==> src/rtl/core/db_step_to_linear_gain_top_assert.svh <==
// Assertion macros for the volume step to linear gain block.
// Included by the top level; no other dependencies.
`ifndef DB_STEP_TO_LINEAR_GAIN_TOP_ASSERT_SVH
`define DB_STEP_TO_LINEAR_GAIN_TOP_ASSERT_SVH

`ifndef SYNTHESIS
// Condition a implies condition b in the same cycle.
`define DBLG_ASSERT_IMP(lbl, clk, rst_n, a, b, msg) \
  lbl: assert property (@(posedge clk) disable iff (!rst_n) (a) |-> (b)) else $error(msg);
// Condition a implies condition b in the next cycle.
`define DBLG_ASSERT_NXT(lbl, clk, rst_n, a, b, msg) \
  lbl: assert property (@(posedge clk) disable iff (!rst_n) (a) |=> (b)) else $error(msg);
`else
`define DBLG_ASSERT_IMP(lbl, clk, rst_n, a, b, msg)
`define DBLG_ASSERT_NXT(lbl, clk, rst_n, a, b, msg)
`endif

`endif

==> src/rtl/core/dblg_pkg.sv <==
// Shared types, constants and the rounding Q16 multiply for the gain block.
// No dependencies.
package dblg_pkg;

  localparam int FRAC_BITS   = 16;
  localparam int STEP_W      = 10;
  localparam int GAIN_W      = 31;
  localparam int MIN_W       = 15;
  localparam int STEPDB_W    = 14;
  localparam int CFG_IDX_W   = 2;
  localparam int CFG_DATA_W  = 15;

  localparam logic [16:0] ROOT20_TEN = 17'd73533;
  localparam logic [16:0] ROOT40_TEN = 17'd69419;
  localparam logic [31:0] Q16_ONE    = 32'd65536;
  localparam logic [31:0] U32_SAT    = 32'hffff_ffff;
  localparam logic [GAIN_W-1:0] Q31_MAX = 31'h7fff_ffff;
  localparam logic [14:0] HALF_DB_CENTI = 15'd50;
  localparam logic [32:0] INV_DIVIDEND = 33'h1_0000_0000;

  // x / 100 == (x * 5243) >> 19 for every x below 43699.
  localparam logic [12:0] RECIP_100   = 13'd5243;
  localparam int          RECIP_SHIFT = 19;

  // x / 100 == (x * 42949673) >> 32 for every x below 2^30.
  localparam logic [25:0] SUM_RECIP = 26'd42949673;
  localparam int          SUM_SHIFT = 32;

  localparam logic [CFG_IDX_W-1:0] CFG_MIN_DB  = 2'd0;
  localparam logic [CFG_IDX_W-1:0] CFG_STEP_DB = 2'd1;
  localparam logic [CFG_IDX_W-1:0] CFG_MUTE    = 2'd2;

  typedef struct packed {
    logic signed [MIN_W-1:0] min_centi_db;
    logic [STEPDB_W-1:0]     step_centi_db;
    logic                    mute_at_zero;
  } dblg_cfg_t;

  localparam dblg_cfg_t CFG_RESET = '{
    min_centi_db:  -15'sd9000,
    step_centi_db: 14'd50,
    mute_at_zero:  1'b1
  };

  typedef struct packed {
    logic load_idx;
    logic prep;
    logic sum_start;
    logic sum_load;
    logic pow_step;
    logic inv_start;
    logic inv_load;
    logic frac_step;
    logic out_load;
  } dblg_cmd_t;

  typedef struct packed {
    logic mute;
    logic div_busy;
    logic div_done;
    logic pow_done;
    logic neg;
    logic half;
  } dblg_sts_t;

  // Rounding multiply of unsigned Q16 values, saturated at 32 bits.
  function automatic logic [31:0] qmul(input logic [31:0] x, input logic [16:0] y);
    logic [48:0] prod;
    logic [32:0] rnd;
    prod = {17'd0, x} * {32'd0, y};
    prod = prod + (49'd1 << (FRAC_BITS - 1));
    rnd  = prod[48:FRAC_BITS];
    return rnd[32] ? U32_SAT : rnd[31:0];
  endfunction

endpackage

==> src/rtl/core/dblg_if.sv <==
// Valid/ready channel interfaces for the gain block: input, result, config.
// Depends on dblg_pkg for field widths.
interface dblg_in_if import dblg_pkg::*; ();
  logic              valid;
  logic              ready;
  logic [STEP_W-1:0] step_index;
  modport source (output valid, output step_index, input ready);
  modport sink (input valid, input step_index, output ready);
endinterface

interface dblg_out_if import dblg_pkg::*; ();
  logic              valid;
  logic              ready;
  logic [GAIN_W-1:0] gain_q31;
  modport source (output valid, output gain_q31, input ready);
  modport sink (input valid, input gain_q31, output ready);
endinterface

interface dblg_cfg_if import dblg_pkg::*; ();
  logic                  valid;
  logic                  ready;
  logic [CFG_IDX_W-1:0]  index;
  logic [CFG_DATA_W-1:0] data;
  modport source (output valid, output index, output data, input ready);
  modport sink (input valid, input index, input data, output ready);
endinterface

==> src/rtl/core/dblg_div.sv <==
// Restoring divider, one quotient bit per cycle, 33-bit dividend by 32-bit divisor.
// Depends on dblg_pkg.
module dblg_div import dblg_pkg::*; (
  input  logic        clk,
  input  logic        rst_n,
  input  logic        start,
  input  logic [32:0] dividend,
  input  logic [31:0] divisor,
  output logic        busy,
  output logic        done,
  output logic [32:0] quotient
);

  localparam int DIV_STEPS = 33;
  localparam int CNT_W     = $clog2(DIV_STEPS + 1);

  logic             busy_r, busy_nxt;
  logic             done_r, done_nxt;
  logic [CNT_W-1:0] cnt_r, cnt_nxt;
  logic [31:0]      rem_r, rem_nxt;
  logic [32:0]      quo_r, quo_nxt;
  logic [31:0]      dvs_r, dvs_nxt;
  logic [32:0]      trial;
  logic [32:0]      diff;
  logic             take;

  always_comb begin
    trial    = {rem_r, quo_r[32]};
    diff     = trial - {1'b0, dvs_r};
    take     = trial >= {1'b0, dvs_r};
    busy_nxt = busy_r;
    done_nxt = 1'b0;
    cnt_nxt  = cnt_r;
    rem_nxt  = rem_r;
    quo_nxt  = quo_r;
    dvs_nxt  = dvs_r;
    if (start) begin
      busy_nxt = 1'b1;
      cnt_nxt  = CNT_W'(DIV_STEPS);
      rem_nxt  = '0;
      quo_nxt  = dividend;
      dvs_nxt  = divisor;
    end else if (busy_r) begin
      rem_nxt = take ? diff[31:0] : trial[31:0];
      quo_nxt = {quo_r[31:0], take};
      cnt_nxt = cnt_r - CNT_W'(1);
      if (cnt_r == CNT_W'(1)) begin
        busy_nxt = 1'b0;
        done_nxt = 1'b1;
      end
    end
  end

  always_ff @(posedge clk) begin
    if (!rst_n) begin
      busy_r <= 1'b0;
      done_r <= 1'b0;
      cnt_r  <= '0;
    end else begin
      busy_r <= busy_nxt;
      done_r <= done_nxt;
      cnt_r  <= cnt_nxt;
    end
  end

  always_ff @(posedge clk) begin
    rem_r <= rem_nxt;
    quo_r <= quo_nxt;
    dvs_r <= dvs_nxt;
  end

  assign busy     = busy_r;
  assign done     = done_r;
  assign quotient = quo_r;

endmodule

==> src/rtl/core/dblg_dp.sv <==
// Datapath: dB sum, power loop register, inversion through the divider, Q31 output.
// Depends on dblg_pkg and dblg_div.
module dblg_dp import dblg_pkg::*; (
  input  logic              clk,
  input  logic              rst_n,
  input  dblg_cfg_t         cfg,
  input  dblg_cmd_t         cmd,
  input  logic [STEP_W-1:0] in_step_index,
  output dblg_sts_t         sts,
  output logic [GAIN_W-1:0] gain_q31
);

  logic [STEP_W-1:0] idx_r;
  logic [7:0]        minq_r;
  logic              min_neg_r;
  logic [7:0]        stepq_r;
  logic [23:0]       prod_r;
  logic [17:0]       sumq_r;
  logic              half_r;
  logic              neg_r;
  logic [17:0]       cnt_r;
  logic [31:0]       p_r;
  logic [GAIN_W-1:0] gain_r;

  logic [14:0]        min_mag;
  logic [27:0]        min_prod;
  logic [26:0]        step_prod;
  logic [23:0]        idx_prod;
  logic [49:0]        sum_prod;
  logic [14:0]        step_rem;
  logic signed [18:0] minq_s;
  logic signed [18:0] db;
  logic signed [18:0] db_neg;
  logic [17:0]        db_mag;
  logic               div_start;
  logic [32:0]        div_dividend;
  logic [31:0]        div_divisor;
  logic               div_busy;
  logic               div_done;
  logic [32:0]        div_quo;

  always_comb begin
    min_mag   = cfg.min_centi_db[MIN_W-1] ? $unsigned(~cfg.min_centi_db + 15'sd1)
                                          : $unsigned(cfg.min_centi_db);
    min_prod  = {13'd0, min_mag} * {15'd0, RECIP_100};
    step_prod = {13'd0, cfg.step_centi_db} * {14'd0, RECIP_100};
    idx_prod  = {14'd0, idx_r} * {10'd0, cfg.step_centi_db};
    sum_prod  = {26'd0, prod_r} * {24'd0, SUM_RECIP};
    step_rem  = {1'b0, cfg.step_centi_db} - ({7'd0, stepq_r} * 15'd100);
    minq_s    = min_neg_r ? -$signed({11'd0, minq_r}) : $signed({11'd0, minq_r});
    db        = minq_s + $signed({1'b0, sumq_r});
    db_neg    = -db;
    db_mag    = db[18] ? db_neg[17:0] : db[17:0];
  end

  assign div_start    = cmd.inv_start;
  assign div_dividend = INV_DIVIDEND;
  assign div_divisor  = p_r;

  dblg_div u_div (
    .clk      (clk),
    .rst_n    (rst_n),
    .start    (div_start),
    .dividend (div_dividend),
    .divisor  (div_divisor),
    .busy     (div_busy),
    .done     (div_done),
    .quotient (div_quo)
  );

  always_ff @(posedge clk) begin
    if (cmd.load_idx) begin
      idx_r <= in_step_index;
    end
    if (cmd.prep) begin
      minq_r    <= min_prod[RECIP_SHIFT +: 8];
      min_neg_r <= cfg.min_centi_db[MIN_W-1];
      stepq_r   <= step_prod[RECIP_SHIFT +: 8];
      prod_r    <= idx_prod;
    end
    if (cmd.sum_start) begin
      sumq_r <= sum_prod[SUM_SHIFT +: 18];
      half_r <= (step_rem == HALF_DB_CENTI) && idx_r[0];
    end
    if (cmd.sum_load) begin
      neg_r <= db[18];
      cnt_r <= db_mag;
      p_r   <= Q16_ONE;
    end else if (cmd.pow_step) begin
      cnt_r <= cnt_r - 18'd1;
      p_r   <= qmul(p_r, ROOT20_TEN);
    end else if (cmd.inv_load) begin
      p_r <= div_quo[31:0];
    end else if (cmd.frac_step) begin
      p_r <= qmul(p_r, ROOT40_TEN);
    end
    if (cmd.out_load) begin
      if (sts.mute) begin
        gain_r <= '0;
      end else if (p_r[31:FRAC_BITS] != '0) begin
        gain_r <= Q31_MAX;
      end else begin
        gain_r <= {p_r[FRAC_BITS-1:0], 15'd0};
      end
    end
  end

  always_comb begin
    sts.mute     = (idx_r == '0) && cfg.mute_at_zero;
    sts.div_busy = div_busy;
    sts.div_done = div_done;
    sts.pow_done = (cnt_r == '0) || (p_r == U32_SAT);
    sts.neg      = neg_r;
    sts.half     = half_r;
  end

  assign gain_q31 = gain_r;

endmodule

==> src/rtl/core/dblg_ctrl.sv <==
// Controller state machine: sequences one step index through the datapath.
// Depends on dblg_pkg; drives the datapath only through command and status.
module dblg_ctrl import dblg_pkg::*; (
  input  logic      clk,
  input  logic      rst_n,
  input  logic      in_valid,
  output logic      in_ready,
  output logic      out_valid,
  input  logic      out_ready,
  input  dblg_sts_t sts,
  output dblg_cmd_t cmd
);

  typedef enum logic [8:0] {
    S_IDLE     = 9'b000000001,
    S_PREP     = 9'b000000010,
    S_SUM      = 9'b000000100,
    S_SUM_WAIT = 9'b000001000,
    S_POW      = 9'b000010000,
    S_INV      = 9'b000100000,
    S_INV_WAIT = 9'b001000000,
    S_FRAC     = 9'b010000000,
    S_FINAL    = 9'b100000000
  } dblg_state_t;

  dblg_state_t state_r, state_nxt;
  logic        out_valid_r, out_valid_nxt;

  always_comb begin
    state_nxt     = state_r;
    out_valid_nxt = out_valid_r && !out_ready;
    cmd           = '0;
    case (state_r)
      S_IDLE: begin
        if (in_valid) begin
          cmd.load_idx = 1'b1;
          state_nxt    = S_PREP;
        end
      end
      S_PREP: begin
        cmd.prep  = 1'b1;
        state_nxt = sts.mute ? S_FINAL : S_SUM;
      end
      S_SUM: begin
        cmd.sum_start = 1'b1;
        state_nxt     = S_SUM_WAIT;
      end
      S_SUM_WAIT: begin
        // The scaled step quotient was registered in the previous cycle.
        cmd.sum_load = 1'b1;
        state_nxt    = S_POW;
      end
      S_POW: begin
        if (!sts.pow_done) begin
          cmd.pow_step = 1'b1;
        end else begin
          state_nxt = sts.neg ? S_INV : S_FRAC;
        end
      end
      S_INV: begin
        cmd.inv_start = 1'b1;
        state_nxt     = S_INV_WAIT;
      end
      S_INV_WAIT: begin
        if (sts.div_done) begin
          cmd.inv_load = 1'b1;
          state_nxt    = S_FRAC;
        end
      end
      S_FRAC: begin
        cmd.frac_step = sts.half;
        state_nxt     = S_FINAL;
      end
      S_FINAL: begin
        // The result register is free or is emptied in this cycle.
        if (!out_valid_r || out_ready) begin
          cmd.out_load  = 1'b1;
          out_valid_nxt = 1'b1;
          state_nxt     = S_IDLE;
        end
      end
      default: begin
        state_nxt = S_IDLE;
      end
    endcase
  end

  always_ff @(posedge clk) begin
    if (!rst_n) begin
      state_r     <= S_IDLE;
      out_valid_r <= 1'b0;
    end else begin
      state_r     <= state_nxt;
      out_valid_r <= out_valid_nxt;
    end
  end

  assign in_ready  = (state_r == S_IDLE);
  assign out_valid = out_valid_r;

endmodule

==> src/rtl/core/db_step_to_linear_gain_top.sv <==
// Top level of the volume step to linear gain block: config registers,
// controller and datapath. Depends on dblg_pkg, dblg_if, dblg_ctrl, dblg_dp.
//
//   channel  | direction | payload                     | handshake
//   ---------+-----------+-----------------------------+-------------
//   in_ch    | sink      | step_index[9:0]             | valid/ready
//   out_ch   | source    | gain_q31[30:0]              | valid/ready
//   cfg_ch   | sink      | index[1:0], data[14:0]      | valid/ready
//
// One item at a time: a step index is accepted in IDLE and the input is ready again
// only after FINAL loads the result, which waits while the output register is full.
// A muted step zero skips from PREP to FINAL; else the power loop does one rounding
// multiply per cycle, at most 97 before saturation; a negative power adds the 33-step divider.
// Reset is synchronous and active low; no clearing pass is needed.
// A new item is taken while the previous result still waits in the output register.
`include "db_step_to_linear_gain_top_assert.svh"
module db_step_to_linear_gain_top import dblg_pkg::*; (
  input  logic       clk,
  input  logic       rst_n,
  dblg_in_if.sink    in_ch,
  dblg_out_if.source out_ch,
  dblg_cfg_if.sink   cfg_ch
);

  dblg_cfg_t cfg_r, cfg_nxt;
  dblg_cmd_t cmd;
  dblg_sts_t sts;

  always_comb begin
    cfg_nxt = cfg_r;
    if (cfg_ch.valid) begin
      case (cfg_ch.index)
        CFG_MIN_DB:  cfg_nxt.min_centi_db  = $signed(cfg_ch.data[MIN_W-1:0]);
        CFG_STEP_DB: cfg_nxt.step_centi_db = cfg_ch.data[STEPDB_W-1:0];
        CFG_MUTE:    cfg_nxt.mute_at_zero  = cfg_ch.data[0];
        default: begin
          cfg_nxt = cfg_r;
        end
      endcase
    end
  end

  always_ff @(posedge clk) begin
    if (!rst_n) begin
      cfg_r <= CFG_RESET;
    end else begin
      cfg_r <= cfg_nxt;
    end
  end

  assign cfg_ch.ready = 1'b1;

  dblg_ctrl u_ctrl (
    .clk       (clk),
    .rst_n     (rst_n),
    .in_valid  (in_ch.valid),
    .in_ready  (in_ch.ready),
    .out_valid (out_ch.valid),
    .out_ready (out_ch.ready),
    .sts       (sts),
    .cmd       (cmd)
  );

  dblg_dp u_dp (
    .clk           (clk),
    .rst_n         (rst_n),
    .cfg           (cfg_r),
    .cmd           (cmd),
    .in_step_index (in_ch.step_index),
    .sts           (sts),
    .gain_q31      (out_ch.gain_q31)
  );

  `DBLG_ASSERT_NXT(a_one_item, clk, rst_n, in_ch.valid && in_ch.ready, !in_ch.ready, "input taken while an item is in flight")
  `DBLG_ASSERT_IMP(a_div_free, clk, rst_n, cmd.inv_start, !sts.div_busy, "divider restarted while busy")
  `DBLG_ASSERT_NXT(a_out_valid, clk, rst_n, cmd.out_load, out_ch.valid, "loaded result not presented")
  `DBLG_ASSERT_NXT(a_mute_zero, clk, rst_n, cmd.out_load && sts.mute, out_ch.gain_q31 == '0, "muted step gave nonzero gain")

endmodule

==> src/flat_wrapper.sv <==
// flat-port wrapper written by rule: the top's interface ports become plain ports
module db_step_to_linear_gain_top_flat import dblg_pkg::*;
  (clk, rst_n, in_ch_valid, in_ch_step_index, in_ch_ready, out_ch_valid, out_ch_gain_q31, out_ch_ready, cfg_ch_valid, cfg_ch_index, cfg_ch_data, cfg_ch_ready);
  dblg_in_if in_ch_i ();
  dblg_out_if out_ch_i ();
  dblg_cfg_if cfg_ch_i ();
  input  logic clk;
  input  logic rst_n;
  input wire logic [$bits(in_ch_i.valid)-1:0] in_ch_valid;
  input wire logic [$bits(in_ch_i.step_index)-1:0] in_ch_step_index;
  output wire logic [$bits(in_ch_i.ready)-1:0] in_ch_ready;
  output wire logic [$bits(out_ch_i.valid)-1:0] out_ch_valid;
  output wire logic [$bits(out_ch_i.gain_q31)-1:0] out_ch_gain_q31;
  input wire logic [$bits(out_ch_i.ready)-1:0] out_ch_ready;
  input wire logic [$bits(cfg_ch_i.valid)-1:0] cfg_ch_valid;
  input wire logic [$bits(cfg_ch_i.index)-1:0] cfg_ch_index;
  input wire logic [$bits(cfg_ch_i.data)-1:0] cfg_ch_data;
  output wire logic [$bits(cfg_ch_i.ready)-1:0] cfg_ch_ready;
  assign in_ch_i.valid = in_ch_valid;
  assign in_ch_i.step_index = in_ch_step_index;
  assign in_ch_ready = in_ch_i.ready;
  assign out_ch_valid = out_ch_i.valid;
  assign out_ch_gain_q31 = out_ch_i.gain_q31;
  assign out_ch_i.ready = out_ch_ready;
  assign cfg_ch_i.valid = cfg_ch_valid;
  assign cfg_ch_i.index = cfg_ch_index;
  assign cfg_ch_i.data = cfg_ch_data;
  assign cfg_ch_ready = cfg_ch_i.ready;
  db_step_to_linear_gain_top u_core (.clk(clk), .rst_n(rst_n), .in_ch(in_ch_i), .out_ch(out_ch_i), .cfg_ch(cfg_ch_i));
endmodule
==> config.mk <==
export PLATFORM = sky130hd
export DESIGN_NAME = db_step_to_linear_gain_top_flat
export DESIGN_NICKNAME = d
export VERILOG_FILES = /design/src/rtl/core/dblg_pkg.sv /design/src/rtl/core/dblg_if.sv /design/src/rtl/core/dblg_div.sv /design/src/rtl/core/dblg_dp.sv /design/src/rtl/core/dblg_ctrl.sv /design/src/rtl/core/db_step_to_linear_gain_top.sv /design/src/flat_wrapper.sv
export VERILOG_INCLUDE_DIRS = /design/src /design/src/rtl/core
export SDC_FILE = /design/constraint.sdc
export NUM_CORES = 2
export LEC_CHECK = 0
export BUFFER_PORTS_ARGS = -buffer_cell sky130_fd_sc_hd__clkbuf_2
export CORE_MARGIN = 4
export CORE_UTILIZATION = 50
export CTS_CLUSTER_DIAMETER = 30
export DETAILED_ROUTE_END_ITERATION = 6
export PLACE_DENSITY_LB_ADDON = 0.2
export SYNTH_ARGS = -nofsm -noshare
export SYNTH_HDL_FRONTEND = slang
export SYNTH_SLANG_ARGS = --single-unit
export TNS_END_PERCENT = 5
==> constraint.sdc <==
create_clock -name clk -period 16.7 [get_ports clk]
set_input_delay 3.34 -clock clk [delete_from_list [all_inputs] [get_ports clk]]
set_output_delay 3.34 -clock clk [all_outputs]
set_load 0.05 [all_outputs]
[After elaboration in Yosys (flattened, before gate mapping)]
Cells that the tools add are included.
Widths: inputs -> output; s select.
Cells by class
  multiply operators: 7
  add/subtract/negate cells: 10
  multiplexer cells: 40
  bitwise gates (word level): 3
  magnitude comparators: 1
  eq/ne operators: 18
  reductions and logical operators: 20
Operators with widths (number)
  $mux 32: 6
  $add 49x16->49 const B: 2
  $mul 32x17->49 const B: 2
  $pmux 9 s9: 1
  $mux 18: 3
  $mul 24x26->50 const B: 1
  $mux 9: 5
  $ge 33x32->1: 1
  $eq 32x32->1 const B: 1
  $sub 32x32->32: 1
  $mux 31: 1
  $mul 14x13->27 const B: 1
  $mul 15x13->27 const B: 1
  $mul 10x14->24: 1
  $add 19x19->19: 1
  $mux 1: 19
  $mux 19: 1
  $neg 8->19: 1
  $logic_not 18->1: 1
  $neg 18->18: 1
  $sub 18x1->18 const B: 1
  $reduce_bool 16->1: 1
  $add 15x2->15 const B: 1
  $eq 15x6->1 const B: 1
  other kinds (32): 44
Word-level totals
  word-level logic and storage cells: 122
  flip-flop bits (word level): 297
  output and inout port bits: 34

[Longest topological paths before layout]
  depth in word-level cells: 6
  mapped depth: 27
  depth with buffers taken out: 27

[By module]
A second synthesis with hierarchy kept.
Second synthesis, totals
  cell total of the unflattened synthesis: 5679
  area total of the unflattened synthesis: 55464.4 µm²
Modules (own cells, without submodules)
  dblg_dp: cells an instance 4822, times used 1, seq. area each 3823.7 µm², area an instance 47197.8 µm²
  dblg_div: cells an instance 647, times used 1, seq. area each 2752.6 µm², area an instance 6302.3 µm²
  db_step_to_linear_gain_top: cells an instance 130, times used 1, seq. area each 600.6 µm², area an instance 1260.0 µm²
  dblg_ctrl: cells an instance 80, times used 1, seq. area each 200.2 µm², area an instance 704.4 µm²

[Worst setup path after synthesis]
No wires, ideal clock.
  kind: reg-to-reg
  start: register u_core.u_dp.prod_r[7]
  end: register u_core.u_dp.sumq_r[17], data pin
  path buffers: 0
  cell stages (with the launch flop): 25
  data arrival time: 6.778 ns
  path slack: 9.662 ns
  clock period less this slack: 7.038 ns
  cell sequence: edfxtp_1 inv_1 fa_1 inv_1 fa_1 inv_1 fa_1 fa_1 inv_1 fa_1 fa_1 inv_1 fa_1 inv_1 ha_1 and4_1 a21oi_1 or4b_1 o211ai_1 and3_1 a21oi_1 a221o_1 a221oi_1 o21bai_1 xnor2_1
On the way
  word-level cells in the longest chain between the ends: 1
Ends and longest elaborated chain
  from (decl): RTL line dblg_dp.sv:17  | logic [23:0] prod_r;
  from (signal assigned): RTL line dblg_dp.sv:79  | prod_r <= idx_prod;
  $mul 24x26->50: RTL line dblg_dp.sv:48  | sum_prod = {26'd0, prod_r} * {24'd0, SUM_RECIP};
  via u_core.u_dp.sum_prod[49]: RTL line dblg_dp.sv:29  | logic [49:0] sum_prod;
  to (signal assigned): RTL line dblg_dp.sv:82  | sumq_r <= sum_prod[SUM_SHIFT +: 18];
  to (decl): RTL line dblg_dp.sv:18  | logic [17:0] sumq_r;
The timed path passes the listed nets, and every way through them passes these cells.
A chain may end at the register's enable or synchronous reset.

[Worst setup path after layout]
  start: register u_core.u_dp.p_r[3] (netlist: u_core.u_dp.div_divisor[3])
  end: register u_core.u_dp.p_r[22] (netlist: u_core.u_dp.div_divisor[22])
On the way
  word-level cells in the longest chain between the ends: 6
  elaborated cells between the ends (all ways): 14
  those cells by class: 2 x add/sub; 2 x mul; 1 x eq/ne; 7 x mux; 2 x reduce/logical
Ends and longest elaborated chain
  from (decl): RTL line dblg_dp.sv:22  | logic [31:0] p_r;
  from (signal assigned): RTL line dblg_dp.sv:91  | p_r <= qmul(p_r, ROOT20_TEN);
  from (signal assigned): RTL line dblg_dp.sv:93  | p_r <= div_quo[31:0];
  from (signal assigned): RTL line dblg_dp.sv:95  | p_r <= qmul(p_r, ROOT40_TEN);
  $mul 32x17->49: RTL line dblg_pkg.sv:70  | prod = {17'd0, x} * {32'd0, y};
  $add 49x16->49: RTL line dblg_pkg.sv:71  | prod = prod + (49'd1 << (FRAC_BITS - 1));
  $mux 32: RTL line dblg_pkg.sv:73  | return rnd[32] ? U32_SAT : rnd[31:0];
  $mux 32: RTL line dblg_dp.sv:94  | end else if (cmd.frac_step) begin
  $mux 32: RTL line dblg_dp.sv:92  | end else if (cmd.inv_load) begin
  $mux 32: RTL line dblg_dp.sv:89  | end else if (cmd.pow_step) begin
Parallel ways exist; a longest one is shown, timed or not. The select of a mux whose other input is x is not followed.

==> summary.md <==
| Metric | Value |
|---|---|
| Root buffer cell | `clkbuf_16` |
| Met1 usage in global routing | `0.335` |
| CTS Buffer Depth | `3` |
| Worst setup startpoint | `u_core.u_dp.div_divisor[3]` |
| Dominant synthesized flop cell | `dfxtp_1` |
| CTS Buf Count | `70` |
| PD cells | `approximately 110 nW/um^2` |
| Largest family of logic cells by synthesized area | `adder cells` |
| Antenna Cells | `0` |
| Synth warnings | `0` |
| Final hold vios | `0` |
| Max Clock Freq | `approximately 0.12 GHz` |
| RSZ-0062 raised after global routing | `false` |
| Placed Cells | `around 7k` |
| Hold buffers post-CTS | `0` |
| Reg-to-reg startpoint | `u_core.u_dp.div_divisor[3]` |
| DP Wirelength | `around 110,000 microns` |
| Register-to-register setup slack | `about 8.5 ns` |
| Net Sw Power | `~2.9 mW` |
| Fin cells | `around 7k` |
| Via Count | `roughly 37k` |
| Last element of the critical path | `u_core.u_dp.div_divisor[22]` |
| Largest net degree at the start of global routing | `a little under 90` |
| Post-Synthesis Cells | `roughly 5.5k` |
| Die Ht | `between 300 and 400 microns` |
| H-tree levels | `3` |
| Layout area overhead | `8.10%` |
| Met3 GRT Util | `0.0302` |
| CP Depth | `22` |
| TNS Setup | `0 ns` |
| Critical Path Most Common Cell | `fa_1` |
| Most used routing layer | `met2` |
| Max incr delay on CP | `a little over 0.9 ns` |
| Ys async rst share | `0` |
| Slew HR | `0.185` |
| Final Wtd Congestion | `~0.94` |
| Hold slack | `roughly 0.44 ns` |
| Vias in the first global route | `39.4k` |
| Site Rows | `around 120` |
| DRT Wirelength | `~140,000 microns` |
| Worst vdd ir | `between 0.15 and 0.2 mV` |
| Slowest-stage cell, CP | `dfxtp_1` |
| Cell variety after synth | `95` |
| Met2 Use GR | `0.420` |
| Crit path kind | `register to register` |
| Final #Nets | `7,430` |
| Setup Buffers After CTS | `0` |
| Critical R2R Capture | `u_core.u_dp.div_divisor[22]` |
| Adder-cell share of the synthesized area | `0.551` |
| Share of the synthesized area in the top cell type | `0.309` |
| Clock skew | `~0.034 ns` |
| Die Span X | `between 300 and 400 microns` |
| CTS tree | `built` |
| Worst-path fanout max | `25` |
| Cell family with most CP delay | `adder cells` |
| CP required | `between 15 and 20 ns` |
| Post-Syn Nets | `7,344` |
| Synth Area in Compound Gates | `0.0873` |
| Clk pwr share | `0.202` |
| Reg power frac | `0.138` |
| Grt total ovfl | `0` |
| Layout cells sized above 1 | `0.0473` |
| Initial drt markers | `just under 2k` |
| Gate power share | `0.660` |
| #FFs+latches synth | `roughly 280` |
| Post-synthesis mux area share | `0.0102` |
| Leakage Power | `about 31 nW` |
| Hold crit path type | `register to register` |
| Clock slew seen by the registers of the worst setup and hold paths | `around 0.05 ns` |
| Reg2Reg Depth | `22` |
| Sequential share of the synthesized area | `0.132` |
| Switching Fraction | `0.448` |
| Clk sink count | `283` |
| Number of synthesized flops with an enable pin | `about 140` |
| Via-to-Cell Ratio | `between 5 and 6` |
| Area fraction in and, or, nand and nor cells after synthesis | `0.0786` |
| Top cells by area, synth | `fa_1 31%, ha_1 24%, inv_1 9.6%` |
| PortBufs | `64` |
| Number of I/O pins | `66` |
| WL per Instance | `around 19 microns` |
| Buf/Inv on CP | `2` |
| Fillers | `about 9.5k` |
| Core area | `106,000 sq um` |
| Status | `complete, no violations` |
| Max-slew violations | `0` |
| MaxCap Viol Count | `0` |
| 1st-pass router iterations | `5` |
| ANT nets after route | `0` |
| Synth Area in XOR/XNOR | `0.0360` |
| Min Tclk post-route | `between 8 and 9 ns` |
| Final setup fails | `0` |
| Initial Util | `0.506` |
| Syn Area/Cell | `9.80 sq um` |
| Worst-Margin Slew | `~1.2 ns` |
| DR DRC count | `0` |
| Arrival time worst endpoint | `approximately 8.7 ns` |
| Aggregate global-route resource usage | `0.249` |
| Final period util | `0.489` |
| Worst-skew pair later-pin latency | `just over 0.6 ns` |
| Antenna violations before repair | `3` |
| Worst Setup End Kind | `register` |
| Cell-internal power | `about 3.6 mW` |
| CP Cell Sequence | `inv_1 > fa_1 > xnor2_1 > ha_1 > a21oi_1 > fa_1 > inv_1 > fa_1 > fa_1 > fa_1 > ha_1 > nand4_1 > or3_1 > o22a_1 > o211ai_2 > nand4_1 > nand4_1 > nand3_1 > a21bo_2 > mux2i_4 > o221ai_1 > o21ai_0` |
| Mapped Area | `around 53,000 sq um` |
| Post-CTS sizing | `0` |
| Yosys top cell by area | `fa_1` |
| Setup crit start kind | `register` |
| First-pass GRT wire length | `around 220,000 microns` |
| Die ar. | `112,000 sq um` |
[worst reg2reg max path, cell delays in order, from the launching register on]
cell and delay, ns:
dfxtp_1 0.92, inv_1 0.29, fa_1 0.76, xnor2_1 0.16
ha_1 0.17, a21oi_1 0.06, fa_1 0.54, inv_1 0.05
fa_1 0.48, fa_1 0.52, fa_1 0.49, ha_1 0.31
nand4_1 0.10, or3_1 0.38, o22a_1 0.20, o211ai_2 0.37
nand4_1 0.28, nand4_1 0.38, nand3_1 0.19, a21bo_2 0.27
mux2i_4 0.68, o221ai_1 0.28, o21ai_0 0.20
[state kept, by name, indices dropped and copies added (netlist names), 6 cells and up]
register and count:
u_core.cfg_r 30, u_core.u_dp.prod_r 24, u_core.u_dp.minq_r 8, u_core.u_ctrl.state_r 9
u_core.u_dp.gain_q31 17, u_core.u_dp.u_div.quotient 33, u_core.u_dp.stepq_r 8, u_core.u_dp.idx_r 10
u_core.u_dp.cnt_r 18, u_core.u_dp.u_div.cnt_r 6, u_core.u_dp.u_div.dvs_r 32, u_core.u_dp.sumq_r 18
u_core.u_dp.div_divisor 32, u_core.u_dp.u_div.rem_r 32
[cell families (layout without fill, tap and decap cells)]
group                      Yosys count  count (layout)
AOI/OAI and AO/OA                  700             700
DFF                                283             283
xor gates and xnor gates           220             220
and+or+nand+nor                    864             864
muxes                               53              53
buffers and inverters             1477            1621
adders and majority gates         1857            1857
other                                1               1
[power groups by stage]
stage               logic, mW  clock network [mW]  registers [mW]
finish                   4.28                1.31           0.895
global route             4.97                1.38           0.898
detailed placement       4.32                   0           0.906
floorplan                3.18                   0           0.888
CTS                      4.36                1.34           0.894
global placement         4.23                   0           0.905
[metal layers]
metal,wire length [microns],share of wire
met2,64600,0.48
met5,11,0.000081
met1,59500,0.44
met4,5050,0.037
met3,6190,0.046
[final cells by class]
class / count / area [sq um] / area share
flip-flops and latches: 283 / 7050 / 0.122
multi-input cells: 3695 / 40800 / 0.706
well taps: 1391 / 1740 / 0.0301
inverters: 1374 / 5160 / 0.0892
repair buffers: 117 / 718 / 0.0124
clock inverters: 27 / 274 / 0.00474
clock buffers: 103 / 2040 / 0.0353
[Yosys cell counts, types with 11 or more instances]
cell type  count
inv_1       1373
ha_1        1031
fa_1         826
nand2_1      255
nor2_1       213
a21oi_1      167
dfxtp_1      145
xnor2_1      141
edfxtp_1     138
o21ai_0      122
a21o_1        96
and2_1        84
xor2_1        79
clkbuf_1      72
nand3_1       62
mux2i_1       51
nor3_1        51
a211oi_1      47
o21a_1        39
a31oi_1       33
nor2b_1       31
a21boi_0      29
nand4_1       28
nand2b_1      27
and3_1        23
o221ai_1      23
o211ai_1      22
or3_1         20
nor4_1        17
o31ai_1       17
buf_4         16
o22ai_1       12
o21bai_1      11
[metrics by stage]
| step | total power, mW | instance area (sq um) | utilization | setup WS (ns) |
|---|---|---|---|---|
| 6_report | 6.48 | 57800 | 0.547 | 8.54 |
| 5_1_grt | 7.25 | 57800 | 0.547 | 8.17 |
| 4_1_cts | 6.59 | 57800 | 0.547 | 8.65 |
| 3_5_place_dp | 5.22 | 55500 | 0.525 | 8.72 |
| 3_3_place_gp | 5.13 | 55500 | 0.525 | 8.89 |
| 2_1_floorplan | 4.07 | 53500 | - | 9.66 |
[placed cells by master (no fill, tap or decap), types with 47 or more instances in the layout]
cell and count:
dfxtp_1 144, clkbuf_2 64, nand3_1 62, a21oi_1 167
inv_1 1372, o21ai_0 122, xor2_1 79, buf_4 53
fa_1 826, a21o_1 96, mux2i_1 51, edfxtp_1 138
nor2_1 213, and2_1 83, nand2_1 255, a211oi_1 47
clkbuf_16 74, nor3_1 51, ha_1 1031, xnor2_1 141
[worst min-delay path by stage]
stage	start	endpoint	slack (ns)	depth (start not counted)
global route	u_core.u_dp.div_divisor[1]	u_core.u_dp.div_divisor[1]	0.47	2
CTS	u_core.u_dp.div_divisor[1]	u_core.u_dp.div_divisor[1]	0.44	2
detailed placement	u_core.u_dp.div_divisor[1]	u_core.u_dp.div_divisor[1]	0.44	2
global placement	u_core.u_dp.div_divisor[1]	u_core.u_dp.div_divisor[1]	0.43	2
finish	u_core.u_dp.div_divisor[1]	u_core.u_dp.div_divisor[1]	0.44	2
floorplan	u_core.cfg_r[16]	u_core.cfg_r[16]	0.46	2
No activity file was read; power rests on OpenSTA's default activity.
